==> src/hdl/stq_pkg.sv <==
// Shared types and constants of the sorted timer queue.
package stq_pkg;

	localparam int CMD_W   = 2;
	localparam int IDF_W   = 8;
	localparam int FRAME_W = 32;
	localparam int STAT_W  = 3;
	localparam int DROP_W  = 5;
	localparam logic [DROP_W-1:0] DROP_MAX = 5'd31;

	typedef enum logic [CMD_W-1:0] {
		CMD_INSERT = 2'd0,
		CMD_REMOVE = 2'd1,
		CMD_QUERY  = 2'd2,
		CMD_TICK   = 2'd3
	} cmd_e_t;

	typedef enum logic [STAT_W-1:0] {
		ST_OK       = 3'd0,
		ST_FULL     = 3'd1,
		ST_NOTFOUND = 3'd2,
		ST_FIRED    = 3'd3,
		ST_DONE     = 3'd4
	} status_e_t;

	typedef enum logic [1:0] {
		S_IDLE,
		S_RD,
		S_CMP,
		S_FIN
	} state_e_t;

	// compare unit result
	typedef struct packed {
		logic gt;     // entry frame after key
		logic eq;     // entry frame equals key
		logic id_eq;  // entry id equals search id
	} cmp_res_t;

	// one result transaction
	typedef struct packed {
		status_e_t         status;
		logic [IDF_W-1:0]  fired_id;
		logic              is_member;
		logic [DROP_W-1:0] dropped_count;
		logic              last;
	} res_t;

endpackage

==> src/hdl/stq_if.sv <==
// Valid/ready channel interfaces for commands and results.
interface stq_cmd_if;
	logic                        valid;
	logic                        ready;
	logic [stq_pkg::CMD_W-1:0]   command;
	logic [stq_pkg::IDF_W-1:0]   timer_id;
	logic [stq_pkg::FRAME_W-1:0] due_frame;
	logic [stq_pkg::FRAME_W-1:0] now_frame;

	modport source(output valid, command, timer_id, due_frame, now_frame, input ready);
	modport sink(input valid, command, timer_id, due_frame, now_frame, output ready);
endinterface

interface stq_res_if;
	logic                       valid;
	logic                       ready;
	logic [stq_pkg::STAT_W-1:0] status;
	logic [stq_pkg::IDF_W-1:0]  fired_id;
	logic                       is_member;
	logic [stq_pkg::DROP_W-1:0] dropped_count;
	logic                       last;

	modport source(output valid, status, fired_id, is_member, dropped_count, last,
		input ready);
	modport sink(input valid, status, fired_id, is_member, dropped_count, last,
		output ready);
endinterface

==> src/hdl/sorted_timer_queue_top.sv <==
// Sorted timer queue: top level with sequencer and entry memory.
//
//  channel  | dir | payload                                             | transaction
//  ---------+-----+-----------------------------------------------------+-----------------
//  cmd_ch   | in  | command, timer_id, due_frame, now_frame             | valid & ready
//  res_ch   | out | status, fired_id, is_member, dropped_count, last    | valid & ready
//
// A command makes one pass over the stored entries, reading each entry from
// memory, then comparing and writing it back, between an accept and a finish state.
// An insert into a full table or any command on an empty list skips the pass.
// The pass runs over the single memory port pair and the one compare unit.
// Reset clears only the state and the entry count; the memory needs no clearing pass.
// A stalled result output holds the sequencer only when it must emit
// (a fired entry or the closing result); cmd_ch.ready is high only in idle.
module sorted_timer_queue_top #(
	parameter int DEPTH   = 16,
	parameter int ID_BITS = 8
) (
	input  logic      clk,
	input  logic      arst_n,
	stq_cmd_if.sink   cmd_ch,
	stq_res_if.source res_ch
);

	localparam int CNT_W   = $clog2(DEPTH + 1);
	localparam int IDX_W   = $clog2(DEPTH);
	localparam int IDF_W   = stq_pkg::IDF_W;
	localparam int FRAME_W = stq_pkg::FRAME_W;
	localparam int DROP_W  = stq_pkg::DROP_W;
	// stored id bits: the id field never carries more than IDF_W
	localparam int SID_W   = (ID_BITS < IDF_W) ? ID_BITS : IDF_W;

	// sequencer state
	stq_pkg::state_e_t state_q, state_d;
	stq_pkg::cmd_e_t   cmd_q, cmd_d;
	logic [CNT_W-1:0]  cnt_q, cnt_d;     // stored entries
	logic [CNT_W-1:0]  idx_q, idx_d;     // scan position
	logic [CNT_W-1:0]  pop_q, pop_d;     // entries popped by this tick
	logic [SID_W-1:0]  id_q, id_d;
	logic [FRAME_W-1:0] key_q, key_d;    // due frame or now frame
	// insert: new entry placed; remove/query: id found; tick: still popping
	logic              flag_q, flag_d;
	logic [DROP_W-1:0] drop_q, drop_d;
	logic [FRAME_W-1:0] carry_frame_q, carry_frame_d;
	logic [SID_W-1:0]  carry_id_q, carry_id_d;

	// entry memory, one write and one registered read per cycle
	logic [FRAME_W-1:0] mem_frame [DEPTH];
	logic [SID_W-1:0]   mem_id    [DEPTH];
	logic [FRAME_W-1:0] rd_frame_q;
	logic [SID_W-1:0]   rd_id_q;
	logic               mem_we, mem_re;
	logic [IDX_W-1:0]   mem_waddr, mem_raddr;
	logic [FRAME_W-1:0] mem_wframe;
	logic [SID_W-1:0]   mem_wid;

	stq_pkg::cmp_res_t cmp;
	logic              emit, slot_free;
	stq_pkg::res_t     emit_res;

	logic [CNT_W-1:0]  idx_next;
	logic [CNT_W-1:0]  wr_shift;         // tick compaction target
	logic [CNT_W-1:0]  wr_prev;          // remove compaction target

	assign cmd_ch.ready = state_q == stq_pkg::S_IDLE;
	assign idx_next     = idx_q + CNT_W'(1);
	assign wr_shift     = idx_q - pop_q;
	assign wr_prev      = idx_q - CNT_W'(1);
	assign mem_raddr    = idx_q[IDX_W-1:0];

	stq_cmp #(.ID_W(SID_W)) u_cmp (
		.frame (rd_frame_q),
		.key   (key_q),
		.id_a  (rd_id_q),
		.id_b  (id_q),
		.res   (cmp)
	);

	stq_out_reg u_out (
		.clk       (clk),
		.arst_n    (arst_n),
		.emit      (emit),
		.emit_res  (emit_res),
		.slot_free (slot_free),
		.res_ch    (res_ch)
	);

	always_comb begin
		state_d       = state_q;
		cmd_d         = cmd_q;
		cnt_d         = cnt_q;
		idx_d         = idx_q;
		pop_d         = pop_q;
		id_d          = id_q;
		key_d         = key_q;
		flag_d        = flag_q;
		drop_d        = drop_q;
		carry_frame_d = carry_frame_q;
		carry_id_d    = carry_id_q;
		mem_we        = 1'b0;
		mem_re        = 1'b0;
		mem_waddr     = wr_shift[IDX_W-1:0];
		mem_wframe    = rd_frame_q;
		mem_wid       = rd_id_q;
		emit          = 1'b0;
		emit_res.status        = stq_pkg::ST_OK;
		emit_res.fired_id      = IDF_W'(id_q);
		emit_res.is_member     = 1'b0;
		emit_res.dropped_count = '0;
		emit_res.last          = 1'b1;

		case (state_q)
			stq_pkg::S_IDLE: begin
				if (cmd_ch.valid) begin
					cmd_d  = stq_pkg::cmd_e_t'(cmd_ch.command);
					id_d   = cmd_ch.timer_id[SID_W-1:0];
					key_d  = (cmd_ch.command == stq_pkg::CMD_TICK) ?
						cmd_ch.now_frame : cmd_ch.due_frame;
					idx_d  = '0;
					pop_d  = '0;
					drop_d = '0;
					flag_d = cmd_ch.command == stq_pkg::CMD_TICK;
					// full insert or empty list: nothing to scan
					if (cnt_q == '0 || (cmd_ch.command == stq_pkg::CMD_INSERT &&
						cnt_q == CNT_W'(DEPTH))) begin
						state_d = stq_pkg::S_FIN;
					end else begin
						state_d = stq_pkg::S_RD;
					end
				end
			end
			stq_pkg::S_RD: begin
				mem_re  = 1'b1;
				state_d = stq_pkg::S_CMP;
			end
			stq_pkg::S_CMP: begin
				logic adv;
				adv = 1'b1;
				case (cmd_q)
					stq_pkg::CMD_INSERT: begin
						if (flag_q) begin
							// ripple the carried entry up one slot
							mem_we        = 1'b1;
							mem_waddr     = mem_raddr;
							mem_wframe    = carry_frame_q;
							mem_wid       = carry_id_q;
							carry_frame_d = rd_frame_q;
							carry_id_d    = rd_id_q;
						end else if (cmp.gt) begin
							// first entry due later: new one goes here
							mem_we        = 1'b1;
							mem_waddr     = mem_raddr;
							mem_wframe    = key_q;
							mem_wid       = id_q;
							carry_frame_d = rd_frame_q;
							carry_id_d    = rd_id_q;
							flag_d        = 1'b1;
						end
					end
					stq_pkg::CMD_REMOVE, stq_pkg::CMD_QUERY: begin
						if (flag_q) begin
							if (cmd_q == stq_pkg::CMD_REMOVE) begin
								mem_we    = 1'b1;
								mem_waddr = wr_prev[IDX_W-1:0];
							end
						end else if (cmp.id_eq) begin
							flag_d = 1'b1;
						end
					end
					default: begin
						// tick
						if (flag_q && !cmp.gt) begin
							if (cmp.eq) begin
								emit_res.status   = stq_pkg::ST_FIRED;
								emit_res.fired_id = IDF_W'(rd_id_q);
								emit_res.last     = 1'b0;
								emit              = slot_free;
								adv               = slot_free;
							end else if (drop_q != stq_pkg::DROP_MAX) begin
								drop_d = drop_q + DROP_W'(1);
							end
							if (adv) begin
								pop_d = pop_q + CNT_W'(1);
							end
						end else begin
							// keep entry, moved down over the popped ones
							flag_d = 1'b0;
							mem_we = 1'b1;
						end
					end
				endcase
				if (adv) begin
					idx_d   = idx_next;
					state_d = (idx_next == cnt_q) ? stq_pkg::S_FIN : stq_pkg::S_RD;
				end
			end
			stq_pkg::S_FIN: begin
				case (cmd_q)
					stq_pkg::CMD_INSERT: begin
						if (cnt_q == CNT_W'(DEPTH)) begin
							emit_res.status = stq_pkg::ST_FULL;
						end else if (slot_free) begin
							mem_we     = 1'b1;
							mem_waddr  = cnt_q[IDX_W-1:0];
							mem_wframe = flag_q ? carry_frame_q : key_q;
							mem_wid    = flag_q ? carry_id_q : id_q;
							cnt_d      = cnt_q + CNT_W'(1);
						end
					end
					stq_pkg::CMD_REMOVE: begin
						if (!flag_q) begin
							emit_res.status = stq_pkg::ST_NOTFOUND;
						end else if (slot_free) begin
							cnt_d = cnt_q - CNT_W'(1);
						end
					end
					stq_pkg::CMD_QUERY: begin
						emit_res.is_member = flag_q;
					end
					default: begin
						emit_res.status        = stq_pkg::ST_DONE;
						emit_res.fired_id      = '0;
						emit_res.dropped_count = drop_q;
						if (slot_free) begin
							cnt_d = cnt_q - pop_q;
						end
					end
				endcase
				emit = slot_free;
				if (slot_free) begin
					state_d = stq_pkg::S_IDLE;
				end
			end
			default: begin
				state_d = stq_pkg::S_IDLE;
			end
		endcase
	end

	always_ff @(posedge clk or negedge arst_n) begin
		if (!arst_n) begin
			state_q <= stq_pkg::S_IDLE;
			cnt_q   <= '0;
		end else begin
			state_q <= state_d;
			cnt_q   <= cnt_d;
		end
	end

	always_ff @(posedge clk) begin
		cmd_q         <= cmd_d;
		idx_q         <= idx_d;
		pop_q         <= pop_d;
		id_q          <= id_d;
		key_q         <= key_d;
		flag_q        <= flag_d;
		drop_q        <= drop_d;
		carry_frame_q <= carry_frame_d;
		carry_id_q    <= carry_id_d;
	end

	always_ff @(posedge clk) begin
		if (mem_we) begin
			mem_frame[mem_waddr] <= mem_wframe;
			mem_id[mem_waddr]    <= mem_wid;
		end
	end

	always_ff @(posedge clk) begin
		if (mem_re) begin
			rd_frame_q <= mem_frame[mem_raddr];
			rd_id_q    <= mem_id[mem_raddr];
		end
	end

endmodule

==> src/hdl/stq_cmp.sv <==
// Shared compare unit: entry frame against key, entry id against search id.
module stq_cmp #(
	parameter int ID_W = 8
) (
	input  logic [stq_pkg::FRAME_W-1:0] frame,
	input  logic [stq_pkg::FRAME_W-1:0] key,
	input  logic [ID_W-1:0]             id_a,
	input  logic [ID_W-1:0]             id_b,
	output stq_pkg::cmp_res_t           res
);

	always_comb begin
		res.gt    = frame > key;
		res.eq    = frame == key;
		res.id_eq = id_a == id_b;
	end

endmodule

==> src/hdl/stq_out_reg.sv <==
// Result output register; frees the sequencer while a result waits.
module stq_out_reg (
	input  logic              clk,
	input  logic              arst_n,
	input  logic              emit,
	input  stq_pkg::res_t     emit_res,
	output logic              slot_free,
	stq_res_if.source         res_ch
);

	logic          out_valid_q;
	stq_pkg::res_t out_q;

	assign slot_free = !out_valid_q || res_ch.ready;

	always_ff @(posedge clk or negedge arst_n) begin
		if (!arst_n) begin
			out_valid_q <= 1'b0;
		end else if (emit) begin
			out_valid_q <= 1'b1;
		end else if (res_ch.ready) begin
			out_valid_q <= 1'b0;
		end
	end

	always_ff @(posedge clk) begin
		if (emit) begin
			out_q <= emit_res;
		end
	end

	assign res_ch.valid         = out_valid_q;
	assign res_ch.status        = out_q.status;
	assign res_ch.fired_id      = out_q.fired_id;
	assign res_ch.is_member     = out_q.is_member;
	assign res_ch.dropped_count = out_q.dropped_count;
	assign res_ch.last          = out_q.last;

endmodule

==> src/flat_wrapper.sv <==
// flat-port wrapper written by rule: the top's interface ports become plain ports
module sorted_timer_queue_top_flat 
#(
	parameter int DEPTH   = 16,
	parameter int ID_BITS = 8
)
  (clk, arst_n, cmd_ch_valid, cmd_ch_command, cmd_ch_timer_id, cmd_ch_due_frame, cmd_ch_now_frame, cmd_ch_ready, res_ch_valid, res_ch_status, res_ch_fired_id, res_ch_is_member, res_ch_dropped_count, res_ch_last, res_ch_ready);
  stq_cmd_if cmd_ch_i ();
  stq_res_if res_ch_i ();
  input  logic clk;
  input  logic arst_n;
  input wire logic [$bits(cmd_ch_i.valid)-1:0] cmd_ch_valid;
  input wire logic [$bits(cmd_ch_i.command)-1:0] cmd_ch_command;
  input wire logic [$bits(cmd_ch_i.timer_id)-1:0] cmd_ch_timer_id;
  input wire logic [$bits(cmd_ch_i.due_frame)-1:0] cmd_ch_due_frame;
  input wire logic [$bits(cmd_ch_i.now_frame)-1:0] cmd_ch_now_frame;
  output wire logic [$bits(cmd_ch_i.ready)-1:0] cmd_ch_ready;
  output wire logic [$bits(res_ch_i.valid)-1:0] res_ch_valid;
  output wire logic [$bits(res_ch_i.status)-1:0] res_ch_status;
  output wire logic [$bits(res_ch_i.fired_id)-1:0] res_ch_fired_id;
  output wire logic [$bits(res_ch_i.is_member)-1:0] res_ch_is_member;
  output wire logic [$bits(res_ch_i.dropped_count)-1:0] res_ch_dropped_count;
  output wire logic [$bits(res_ch_i.last)-1:0] res_ch_last;
  input wire logic [$bits(res_ch_i.ready)-1:0] res_ch_ready;
  assign cmd_ch_i.valid = cmd_ch_valid;
  assign cmd_ch_i.command = cmd_ch_command;
  assign cmd_ch_i.timer_id = cmd_ch_timer_id;
  assign cmd_ch_i.due_frame = cmd_ch_due_frame;
  assign cmd_ch_i.now_frame = cmd_ch_now_frame;
  assign cmd_ch_ready = cmd_ch_i.ready;
  assign res_ch_valid = res_ch_i.valid;
  assign res_ch_status = res_ch_i.status;
  assign res_ch_fired_id = res_ch_i.fired_id;
  assign res_ch_is_member = res_ch_i.is_member;
  assign res_ch_dropped_count = res_ch_i.dropped_count;
  assign res_ch_last = res_ch_i.last;
  assign res_ch_i.ready = res_ch_ready;
  sorted_timer_queue_top #(.DEPTH(DEPTH), .ID_BITS(ID_BITS)) u_core (.clk(clk), .arst_n(arst_n), .cmd_ch(cmd_ch_i), .res_ch(res_ch_i));
endmodule
==> config.mk <==
export PLATFORM = sky130hd
export DESIGN_NAME = sorted_timer_queue_top_flat
export DESIGN_NICKNAME = d
export VERILOG_FILES = /design/src/hdl/stq_pkg.sv /design/src/hdl/stq_if.sv /design/src/hdl/sorted_timer_queue_top.sv /design/src/hdl/stq_cmp.sv /design/src/hdl/stq_out_reg.sv /design/src/flat_wrapper.sv
export SDC_FILE = /design/constraint.sdc
export NUM_CORES = 1
export LEC_CHECK = 0
export BUFFER_PORTS_ARGS = -buffer_cell sky130_fd_sc_hd__buf_4
export CORE_UTILIZATION = 30
export CTS_CLUSTER_SIZE = 24
export DETAILED_ROUTE_END_ITERATION = 12
export HOLD_SLACK_MARGIN = 0.15
export PLACE_DENSITY = 0.47
export SETUP_SLACK_MARGIN = 0.15
export SLEW_MARGIN = 15
export SYNTH_ARGS = -nofsm -noshare
export SYNTH_HDL_FRONTEND = slang
export SYNTH_SLANG_ARGS = --single-unit
export TNS_END_PERCENT = 30
==> constraint.sdc <==
create_clock -name clk -period 18.5 [get_ports clk]
set_input_delay 0.925 -clock clk [delete_from_list [all_inputs] [get_ports clk]]
set_output_delay 0.925 -clock clk [all_outputs]
set_load 0.05 [all_outputs]
# After elaboration in Yosys (flattened, before gate mapping)
# Memory sizes are Yosys's and may differ from the RTL's. A register that Yosys moved wholly into a read port is not among the register bits.
# Cells that the tools add are included.
# Widths: inputs -> output; s select.
# op_classes
magnitude_cmp	1
n_reduce_logical	26
n_mux	95
n_eq_ne	22
addsub	8
bitwise	4
# ops
op	count
$mux 32	10
$mux 8	10
$mux 5	14
$pmux 32 s2	1
$eq 32x32->1	1
$gt 32x32->1	1
$pmux 5 s2	3
$mux 1	29
$mux 4	7
$mux 11	2
$pmux 11 s2	1
$add 5x1->5 const B	4
$pmux 4 s2	2
$pmux 8 s2	1
$pmux 5 s3	1
$mux 2	6
$ne 2x1->1 const B	6
$reduce_and 3->1	4
$mux 10	1
$pmux 1 s2	5
$reduce_and 5->1	2
$pmux 3 s3	1
$eq 2x2->1 const B	4
$eq 8x8->1	1
other kinds (24)	39
# word_totals
in_bits	78
n_memories	2
out_inout_bits	20
regBits	124
wordCells	175
ramBits	640
# mem_list
memory	words	width	rd	rd_clocked_by_memory_dff	wr	line_no	source
u_core.mem_frame	16	32	1	1	1	sorted_timer_queue_top.sv:48	logic [FRAME_W-1:0] mem_frame [DEPTH];
u_core.mem_id	16	8	1	1	1	sorted_timer_queue_top.sv:49	logic [SID_W-1:0] mem_id [DEPTH];

# Longest topological paths before layout
# Gate-level depths: netlist of run 1.
# depth
depth_word	11
depth_mapped	12
ltp_nobuf	11

# Modules after synthesis
# Synthesis of run 1 repeated with hierarchy kept, for this count alone.
# unflattened
hier_cells	1610
hier_area_um2	32683.8
# modules_own_cells
mod	n_inst	cells_per_inst	area_per_inst_um2	seq_area_each_um2
sorted_timer_queue_top	1	1465	31184.9	23537.6
stq_cmp	1	124	910.9	0.0
stq_out_reg	1	21	588.1	565.5

# Worst setup path before layout of run 1
# OpenSTA, ideal clock, no wires.
# synth_timing
path_type	register to register
start	reg u_core.idx_q[0]
end	mem u_core.mem_frame[0][0], enable pin
path_buffers	2
arrival_time_ns	5.490
setup_slack_ns	12.512
synth_period_minus_slack_ns	5.988
setup_ns	0.498
path_stages_with_launch	12
t_required_ns	18.002
cell_sequence	edfxtp_1 clkbuf_1 inv_1 ha_1 fa_1 xor2_1 o21ai_0 a221o_1 a31o_2 a21bo_2 buf_2 a211oi_1
# synth_via
elab_chain_cells	5
word_cells_on_any_way	11
cone_classes	2 x add/sub; 9 x mux
# synth_lines
element	line_no	source
start, declared	sorted_timer_queue_top.sv:37	logic [CNT_W-1:0] idx_q, idx_d;
start signal, assigned	sorted_timer_queue_top.sv:252	idx_q <= idx_d;
$sub 4x4->4 / $sub 4x1->4 (equally long branches)	sorted_timer_queue_top.sv:67, sorted_timer_queue_top.sv:68	
$mux 4, on equally long branches	sorted_timer_queue_top.sv:162, sorted_timer_queue_top.sv:149, sorted_timer_queue_top.sv:202	
$mux 4, on equally long branches	sorted_timer_queue_top.sv:161, sorted_timer_queue_top.sv:141, sorted_timer_queue_top.sv:200	
$pmux 4 s2 / $mux 4 (equally long branches)	sorted_timer_queue_top.sv:139, sorted_timer_queue_top.sv:198	
$pmux 4 s2 (*)	sorted_timer_queue_top.sv:112	case (state_q)
end, declared	sorted_timer_queue_top.sv:48	
# Every way passes the cells marked *; elsewhere a longest branch is shown, timed or not.

# Worst setup path after layout of run 1
# layout_timing
start	reg u_core.rd_frame_q[22] (read register of u_core.mem_frame)
end	mem u_core.mem_frame[7][11], enable pin
# layout_via
elab_chain_cells	8
word_cells_on_any_way	14
cone_classes	1 x order compare; 11 x mux; 2 x reduce/logical
# layout_lines
element	line_no	source
start, declared	sorted_timer_queue_top.sv:50	logic [FRAME_W-1:0] rd_frame_q;
$gt 32x32->1 (*)	stq_cmp.sv:13	res.gt = frame > key;
$logic_not 1->1	sorted_timer_queue_top.sv:172	if (flag_q && !cmp.gt) begin
$logic_and 1x1->1	sorted_timer_queue_top.sv:172	
$mux 1	sorted_timer_queue_top.sv:172	
$pmux 1 s2	sorted_timer_queue_top.sv:139	case (cmd_q)
$pmux 1 s2	sorted_timer_queue_top.sv:112	
$mux 1	sorted_timer_queue_top.sv:263	if (mem_we) begin
$mux 1 (not written as such)	sorted_timer_queue_top.sv:264	mem_frame[mem_waddr] <= mem_wframe;
# Marks and branches as above.

==> results.yml, run 1 <==
clock_network:
  root_buffer: "clkbuf_16"
  post_cts_buffers: 0
  cts_max_level: 3
  cts_buffers: 90
  cts_tree: "yes"
  path_clk_slew_ns: 0.06
  clock_path_buffers: 3
  clock_latency_ns: 0.67
  ctsResizeCount: 0
  cts_sinks: 804
power_and_ir_drop:
  peakVddDrop_uv: 106
  power.density_mw_per_mm2: 163
  static-leakage-power_nw: 13.3
  power_mw: 6.46
global_routing:
  grt_pass1_vias: 19700
  grt-ovfl-total: 0
  grt_pass1_wl_mm: 136
  antenna_found_initial: 4
  grt_max_degree: 110
  grt_util_all_layers: 0.159
layout:
  multiInputGateArea_sq_mm: 0.00946
  stdcell_count: 3804
  syn_to_final_growth_pct: 16.2
  layout_common_cells: "edfxtp_1 (796), nand2_1 (204), mux2i_1 (199)"
  final_common_cell: "edfxtp_1"
  regArea_sq_mm: 0.0241
  fillCellCount: 10600
  finalNetCount: 2359
  num_antenna_cells: 0
  drive_gt1_frac: 0.182
setup_path:
  crit_end: "u_core.mem_frame[7][11]"
  reg2reg_slack_ns: 12.41
  crit_required_ns: 18.77
  critPathKind: "register to register"
  r2r_end: "u_core.mem_frame[7][11]"
  r2r_cells: 11
  crit_fanout: 40
  cp_data_arrival_time_ns: 6.36
  worstSetupEndpointType: "register"
  crit_start: "u_core.rd_frame_q[22]"
  rr_startpoint: "u_core.rd_frame_q[22]"
  worst_setup_path_start_kind: "register"
sta:
  hold_viol: 0
  fin_skew_ns: 0.0712
  min_period_ns: 6.09
  fmaxAchievable_mhz: 164
  finalSetupTns_ns: 0
  worst_pin_slew_ns: 1.16
  relSlewSlack: 0.226
  fin_crit_sh: 0.329
  rsz0062_at_grt: "no"
  slew_viol_final: 0
  setup_viol: 0
synthesis:
  synth_fa_ha_area_frac: 0.0188
  syn_avg_cell_area_sq_um: 16.1
  synthXorXnorAreaFrac: 0.00816
  synth_mux_area_frac: 0.123
  synth-simple-area-share: 0.0449
  ys_seq_elements: 804
  synthDistinctLibCells: 66
  syn_inst: 2109
  yosysSeqAreaShare: 0.708
  synth_compound_area_frac: 0.0771
  yosysWarnings: 0
  postSynth.asyncResetShare: 0.00995
  synth_edf_count: 796
  synth_flop_cell: "edfxtp_1"
  synth_top_family_by_area: "multiplexers"
  syn_nets: 2237
  synth_area_sq_mm: 0.0340
floorplanning:
  initial_core_util: 0.303
  rows: 123
  die-area_sq_mm: 0.115
  io_pins: 98
  die_w_microns: 339
  core_area_sq_mm: 0.112
  die_h_microns: 339
place:
  port_buffers: 97
  dp_cells: 3638
  place_hpwl_mm: 50.2
  gp_congestion: 0.755
routing:
  drc_errors: 0
  vias: 19200
  drt_iter0_drc: 1598
  wl_per_cell_microns: 24.2
  first_pass_iters: 5
  viasPerCell: 5.04
  wl_mm: 92.0
  ant_nets: 0
job:
  drv_cap: 0
min_path:
  hold_class: "primary input to register"
outcome:
  status: "finished clean"
==> worst max-delay path: stages (launching register included) <==
cell	delay, ns
edfxtp_1	0.43
ha_1	0.35
nand4_1	0.26
nor4_2	0.51
and3_1	0.54
a31oi_1	0.30
nor2_4	0.85
buf_4	0.77
a31o_2	0.28
o211ai_1	0.35
nor3_2	0.27
buf_4	0.71
==> where the power goes <==
| group | internal (mW) | total, mW | switching, mW |
|---|---|---|---|
| clock | 0.978 | 1.70 | 0.726 |
| sequential | 2.54 | 2.67 | 0.133 |
| combinational | 0.667 | 2.08 | 1.41 |
| total | 4.19 | 6.46 | 2.27 |
==> state kept, by name, summed over array words and instances, names as in the netlist, 3 cells and up <==
| signal | count |
|---|---|
| u_core.carry_id_q | 8 |
| u_core.u_out.res_ch.dropped_count | 5 |
| u_core.idx_q | 5 |
| u_core.mem_frame | 512 |
| u_core.u_out.res_ch.status | 3 |
| u_core.pop_q | 5 |
| u_core.u_out.res_ch.fired_id | 8 |
| u_core.key_q | 32 |
| u_core.carry_frame_q | 32 |
| u_core.cnt_q | 5 |
| u_core.rd_id_q | 8 |
| u_core.id_q | 8 |
| u_core.mem_id | 128 |
| u_core.rd_frame_q | 32 |
| u_core.drop_q | 5 |
==> worst min-delay path by stage <==
stage,from,to,slack (ns),depth (start not counted)
after floorplan,u_core.rd_frame_q[0],u_core.carry_frame_q[0],0.47,0
after global placement,u_core.rd_frame_q[8],u_core.carry_frame_q[8],0.49,0
after detailed placement,u_core.rd_frame_q[8],u_core.carry_frame_q[8],0.51,0
after CTS,cmd_ch_timer_id[4],u_core.id_q[4],0.40,1
after global routing,cmd_ch_timer_id[1],u_core.id_q[1],0.41,1
final,cmd_ch_timer_id[4],u_core.id_q[4],0.45,1
==> through the flow <==
stage	utilization	hold slack, ns	instance area [sq um]	setup slack [ns]
finish	0.352	0.449	39600	12.41
floorplan	-	0.474	34000	12.51
CTS	0.352	0.397	39600	12.35
global route	0.352	0.410	39600	12.14
detailed placement	0.327	0.508	36700	12.37
global placement	0.327	0.492	36700	12.51
==> cell families after synthesis <==
family                   Yosys count
AO/OA/AOI/OAI                    390
adder cells (fa/ha/maj)           50
multiplexers                     313
flip-flops                       804
AND/OR/NAND/NOR                  353
XOR/XNOR                          30
buffers and inverters            169
==> synth_stat cells, types with 14 or more instances <==
master    count  area, sq um
a21oi_1     103          515
a221o_1      41          410
a221oi_1     42          368
a22oi_1      48          360
and2_1       14         87.6
buf_1        20         75.1
clkbuf_1     80          300
edfxtp_1    796        23900
ha_1         48          601
inv_1        52          195
mux2_2       32          360
mux2i_1     199         1990
mux4_2       82         1850
nand2_1     206          773
nor2_1       61          229
nor3_1       19         95.1
o21ai_0     103          515
xnor2_1      16          140
==> routing by layer <==
metal,GRT usage,up-vias,routed length [microns]
met4,0.0346,0,1570
met5,0,-,0
met1,0.233,9964,44100
li1,-,8572,-
met3,0.0237,112,4310
met2,0.248,532,42000
==> layout make-up <==
type | count | area share
inverter | 52 | 0.00493
multi-input combinational | 1136 | 0.239
clock inverter | 50 | 0.0104
clock buffer | 115 | 0.0609
tap | 1500 | 0.0474
timing repair buffer | 147 | 0.0283
sequential | 804 | 0.609
==> timing repair <==
| action | 4_1_cts | 5_1_grt |
|---|---|---|
| setup endpoints to repair | 0 | 0 |
| hold buffers | 1 | 0 |
| endpoints found under the hold margin | 8 | 0 |
No activity file was read; power rests on OpenSTA's default activity.
==> run 2, diff against run 1 <==
Settings changed: PLACE_DENSITY 0.47 to 0.49.
Clock period 18.5 ns to 5.2 ns, I/O delays scaled along.
==> results.yml, run 2 (synthesis results as in run 1) <==
outcome:
  status: "finished clean"
setup_path:
  rr_startpoint: "u_core.rd_frame_q[30]"
  cp_data_arrival_time_ns: 4.92
  critPathKind: "register to register"
  r2r_cells: 10
  r2r_end: "u_core.mem_frame[4][20]"
  reg2reg_slack_ns: 0.59
  crit_fanout: 15
  cp_slowest_stage_delay_ns: 0.76
  crit_required_ns: 5.52
  slowest_stage: "nor4_2"
  worstSetupEndpointType: "register"
  worst_setup_path_start_kind: "register"
  critical_path.cell_chain: "ha_1 > nand4_1 > nor4_2 > and3_1 > a31oi_1 > o311a_1 > nor3_1 > nand2_1 > nor3_2 > buf_4"
place:
  gp_congestion: 0.771
  port_buffers: 97
  place_hpwl_mm: 52.9
  place_area_sq_mm: 0.0374
clock_network:
  clock_path_buffers: 3
  cts_max_level: 3
  cts_sinks: 804
  root_buffer: "clkbuf_16"
  cts_buffers: 88
  path_clk_slew_ns: 0.06
  clock_latency_ns: 0.65
  ctsResizeCount: 0
  cts_tree: "yes"
  post_cts_buffers: 0
routing:
  wl_mm: 90.5
  vias: 19600
  first_pass_iters: 5
  wl_per_cell_microns: 23.1
  drc_errors: 0
  drt_iter0_drc: 1562
  viasPerCell: 5.00
  ant_nets: 0
power_and_ir_drop:
  power.density_mw_per_mm2: 566
  static-leakage-power_nw: 13.9
  power_mw: 23.2
  peakVddDrop_uv: 425
job:
  drv_cap: 0
min_path:
  hold_depth: 2
  hold_class: "primary input to register"
  hp-start: "cmd_ch_timer_id[3]"
  whs_endpoint: "u_core.id_q[3]"
floorplanning:
  core_area_sq_mm: 0.112
  die-area_sq_mm: 0.115
  die_w_microns: 339
  initial_core_util: 0.303
  io_pins: 98
  rows: 123
  die_h_microns: 339
sta:
  relSlewSlack: 0.232
  slew_viol_final: 0
  hold_ws_ns: 0.350
  hold_viol: 0
  fin_crit_sh: 0.886
  fmaxAchievable_mhz: 217
  min_period_ns: 4.61
  rsz0062_at_grt: "no"
  setup_viol: 0
  finalSetupTns_ns: 0
  fin_skew_ns: 0.0277
  worst_pin_slew_ns: 1.15
layout:
  reg.largest.list: "u_core.mem_frame x512, u_core.mem_id x128"
  largest-register: "u_core.mem_frame"
  syn_to_final_growth_pct: 20.2
  drive_gt1_frac: 0.189
  final_common_cell: "edfxtp_1"
  largest_reg_flops: 512
  finalNetCount: 2469
  layout_common_cells: "edfxtp_1 (796), nand2_1 (204), mux2i_1 (199)"
  final_area_sq_mm: 0.0409
global_routing:
  grt_max_degree: 114
  antenna_found_initial: 1
  grt_pass1_wl_mm: 133
  grt-ovfl-total: 0
  grt_util_all_layers: 0.156
  grt_pass1_vias: 19800
[run 2: critical path, delay by kind of cell (launching register included)]
kind	cells	cell delay (ns)
buf+inv	1	0.35
simple gates	6	2.39
flops	1	0.47
compound gates	2	0.66
fa+ha+maj	1	0.36
[run 2: worst max path at each step]
stage | start | to
finish | u_core.rd_frame_q[30] | u_core.mem_frame[4][20]
global route | u_core.rd_frame_q[30] | u_core.mem_frame[4][20]
detailed placement | u_core.rd_frame_q[31] | u_core.mem_frame[4][17]
global placement | u_core.rd_frame_q[30] | u_core.mem_frame[4][17]
CTS | u_core.rd_frame_q[30] | u_core.mem_frame[4][17]
floorplan | u_core.idx_q[0] | u_core.mem_frame[0][0]
[run 2: metrics by stage]
stage          worst slack (ns)  cells   util
3_5_place_dp              0.738   3672  0.332
4_1_cts                   0.687   3912  0.364
6_report                  0.595   3915  0.364
3_3_place_gp              0.793   3672  0.332
2_1_floorplan            -0.788   2109      -
5_1_grt                   0.515   3912  0.364
[run 2: layout make-up]
cell class / instances / area (sq um)
Clock buffer: 104 / 2260
Inverter: 52 / 195
Clock inverter: 57 / 483
Sequential cell: 804 / 24100
Tap cell: 1500 / 1880
Fill cell: 10500 / 71600
Timing Repair Buffer: 259 / 2530
Multi-Input combinational cell: 1136 / 9450
Antenna cell: 3 / 7.51
[run 2: where the power goes]
group          total (mW)  internal (mW)  switching [mW]
Clock                5.98           3.42            2.56
Sequential           9.55           9.03           0.518
Combinational        7.63           2.62            5.01
Total                23.2           15.1            8.09
[run 2: layer usage]
layer	vias to the layer above	global-route usage	part of all wire
met5	-	0	0
met4	0	0.0414	0.020
met3	122	0.0288	0.051
met2	553	0.251	0.47
met1	10100	0.217	0.46
li1	8800	-	-
[run 2: timing repair]
item / 4_1_cts / 5_1_grt
hold endpoints to repair: 54 / 0
endpoints found under the setup margin: 0 / 0
hold buffers: 79 / 0
==> run 3, diff against run 2 <==
Settings changed: SYNTH_HIERARCHICAL set to 1.
==> results.yml, run 3 <==
routing:
  wl_mm: 81.7
  drc_errors: 0
  viasPerCell: 4.89
  drt_iter0_drc: 1271
  first_pass_iters: 5
  wl_per_cell_microns: 24.3
  vias: 16400
  ant_nets: 0
setup_path:
  rr_startpoint: "u_core/rd_frame_q[27]"
  reg2reg_slack_ns: 0.31
  crit_end: "u_core/mem_frame[0][21]"
  cp_top_family: "simple AND/OR/NAND/NOR gates"
  worst-path-stages: 12
  crit_required_ns: 5.48
  cpMostUsedCell: "buf_4"
  worstSetupEndpointType: "register"
  r2r_end: "u_core/mem_frame[0][21]"
  r2r_cells: 12
  critical_path.cell_chain: "ha_1 > nand4_2 > or4_1 > nor4_2 > a21oi_1 > buf_4 > o21ai_1 > o32ai_1 > o32a_2 > and2_1 > a2111oi_4 > buf_4"
  path_buf_inv: 2
  cp_data_arrival_time_ns: 5.17
  slowest_stage: "or4_1"
  critPathKind: "register to register"
  crit_fanout: 21
  crit_start: "u_core/rd_frame_q[27]"
  worst_setup_path_start_kind: "register"
  cp_slowest_stage_delay_ns: 0.72
floorplanning:
  die-area_sq_mm: 0.110
  die_w_microns: 332
  initial_core_util: 0.304
  io_pins: 98
  die_h_microns: 332
  core_area_sq_mm: 0.108
  rows: 120
place:
  place_ws_ns: 0.275
  place_hpwl_mm: 49.2
  port_buffers: 97
  gp_congestion: 0.771
  place_area_sq_mm: 0.0360
global_routing:
  grt_pass1_wl_mm: 120
  grt_max_degree: 102
  grt-ovfl-total: 0
  grt_pass1_vias: 17300
  antenna_found_initial: 3
  grt_util_all_layers: 0.149
power_and_ir_drop:
  netSwitchingPower_mw: 6.81
  peakVddDrop_uv: 279
  p_sw_frac: 0.319
  clkPwrFrac: 0.276
  p_seq_frac: 0.428
  power.internal_mw: 14.6
  power.density_mw_per_mm2: 541
  static-leakage-power_nw: 12.9
  power_mw: 21.4
  combPwrFrac: 0.296
clock_network:
  cts_max_level: 3
  cts_buffers: 88
  clock_latency_ns: 0.67
  cts_tree: "yes"
  cts_sinks: 804
  root_buffer: "clkbuf_16"
  clock_path_buffers: 3
  path_clk_slew_ns: 0.06
sta:
  relSlewSlack: 0.195
  setup_viol: 0
  min_period_ns: 4.89
  finalSetupTns_ns: 0
  setup_ws_ns: 0.307
  worst_pin_slew_ns: 1.20
  fin_crit_sh: 0.941
  fmaxAchievable_mhz: 204
  slew_viol_final: 0
  hold_viol: 0
  fin_skew_ns: 0.0534
  rsz0062_at_grt: "no"
synthesis:
  synth_flop_cell: "edfxtp_1"
  yosysSeqAreaShare: 0.737
  postSynth.asyncResetShare: 0.00995
  synthDistinctLibCells: 72
  synth_common_cells: "edfxtp_1 (796), mux4_2 (200), a21oi_1 (64), nor2_1 (64), inv_1 (52)"
  ys_seq_elements: 804
  synth_most_common_cell: "edfxtp_1"
  synth_area_sq_mm: 0.0327
  synth_top_area_share: 0.731
  syn_avg_cell_area_sq_um: 20.3
  syn_inst: 1610
  syn_nets: 1738
  synth_largest_area_cell: "edfxtp_1"
  ys_top_cells_by_area: "edfxtp_1 (73%), mux4_2 (14%), ha_1 (1.8%)"
  yosysWarnings: 6
  synth_edf_count: 796
min_path:
  hold_class: "primary input to register"
  hold_depth: 2
layout:
  syn_to_final_growth_pct: 21.0
  final_common_cell: "edfxtp_1"
  finalNetCount: 2018
  final_area_sq_mm: 0.0395
  reg.largest.list: "u_core/mem_frame x512, u_core/mem_id x128"
  final_util: 0.368
  fillCellCount: 9884
  layout_common_cells: "edfxtp_1 (796), mux4_2 (200), buf_4 (174)"
  drive_gt1_frac: 0.294
  num_antenna_cells: 0
  largest-register: "u_core/mem_frame"
  largest_reg_flops: 512
outcome:
  status: "finished clean"
job:
  drv_cap: 0
## run 3: cell types whose count changed after synthesis, sizes merged, moves of 16 or more
cell | previous run | this run
nand2 | 206 | 36
mux2i | 199 | 41
mux4 | 82 | 200
o21ai | 111 | 15
a22oi | 48 | 0
a21oi | 104 | 64
a221oi | 42 | 2
a221o | 41 | 3
clkbuf | 80 | 42
nand3 | 10 | 27
nor3 | 19 | 3
## run 3: how the worst min path moves through the flow
| stage | start | to | slack (ns) |
|---|---|---|---|
| after global routing | cmd_ch_timer_id[3] | u_core/id_q[3] | 0.31 |
| after global placement | arst_n | u_core/u_out/res_ch.valid | 0.09 |
| final | cmd_ch_timer_id[3] | u_core/id_q[3] | 0.34 |
| after CTS | cmd_ch_timer_id[3] | u_core/id_q[3] | 0.30 |
| after floorplan | arst_n | u_core/cnt_q[0] | -0.04 |
| after detailed placement | arst_n | u_core/u_out/res_ch.valid | 0.09 |
## run 3: through the flow
stage	hold slack [ns]	instances
3_3_place_gp	0.0939	3123
3_5_place_dp	0.0924	3123
5_1_grt	0.312	3366
6_report	0.338	3366
4_1_cts	0.297	3365
2_1_floorplan	-0.0356	1610
## run 3: final cells by class
class | count | area (sq um) | area share
sequential | 804 | 24100 | 0.609
multi-input combinational | 675 | 8350 | 0.211
timing repair buffer | 269 | 2420 | 0.0613
clock buffer | 116 | 2320 | 0.0586
tap | 1403 | 1760 | 0.0444
clock inverter | 47 | 403 | 0.0102
inverter | 52 | 195 | 0.00494
## run 3: worst register-to-register path, cell delays in order, from the launching register on
cell	delay (ns)
edfxtp_1	0.41
ha_1	0.39
nand4_2	0.21
or4_1	0.73
nor4_2	0.50
a21oi_1	0.21
buf_4	0.22
o21ai_1	0.19
o32ai_1	0.14
o32a_2	0.39
and2_1	0.27
a2111oi_4	0.35
buf_4	0.48
## run 3: per-layer routing
| layer | vias up | wire length, microns | GRT usage |
|---|---|---|---|
| met1 | 8769 | 36500 | 0.202 |
| met3 | 98 | 3320 | 0.0239 |
| li1 | 7188 | - | - |
| met5 | - | 14 | 0 |
| met4 | 2 | 1470 | 0.0376 |
| met2 | 387 | 40400 | 0.249 |
## run 3: kinds of logic (layout without fill, tap and decap cells)
logic type | count (synthesis) | in the layout | share of synthesized area
flops | 804 | 804 | 0.737
mux | 276 | 276 | 0.162
simple gates | 193 | 193 | 0.0301
buf+inv | 131 | 484 | 0.0163
compound gates | 128 | 128 | 0.0265
fa+ha+maj | 50 | 50 | 0.0196
xor+xnor | 28 | 28 | 0.00750
## run 3: power by group through the flow
| stage | sequential [mW] | combinational [mW] | clock [mW] |
|---|---|---|---|
| 6_report | 9.16 | 6.32 | 5.90 |
| 5_1_grt | 9.23 | 6.82 | 6.32 |
| 4_1_cts | 9.17 | 6.45 | 6.07 |
| 3_5_place_dp | 9.30 | 6.35 | 0 |
| 3_3_place_gp | 9.27 | 6.30 | 0 |
| 2_1_floorplan | 9.26 | 3.80 | 0 |
## run 3: repair_timing
item,in CTS,in global routing
hold buffers,79,0
setup buffers,0,0
gates resized for setup,0,1
endpoints found under the setup margin,0,5
endpoints found under the hold margin,53,0
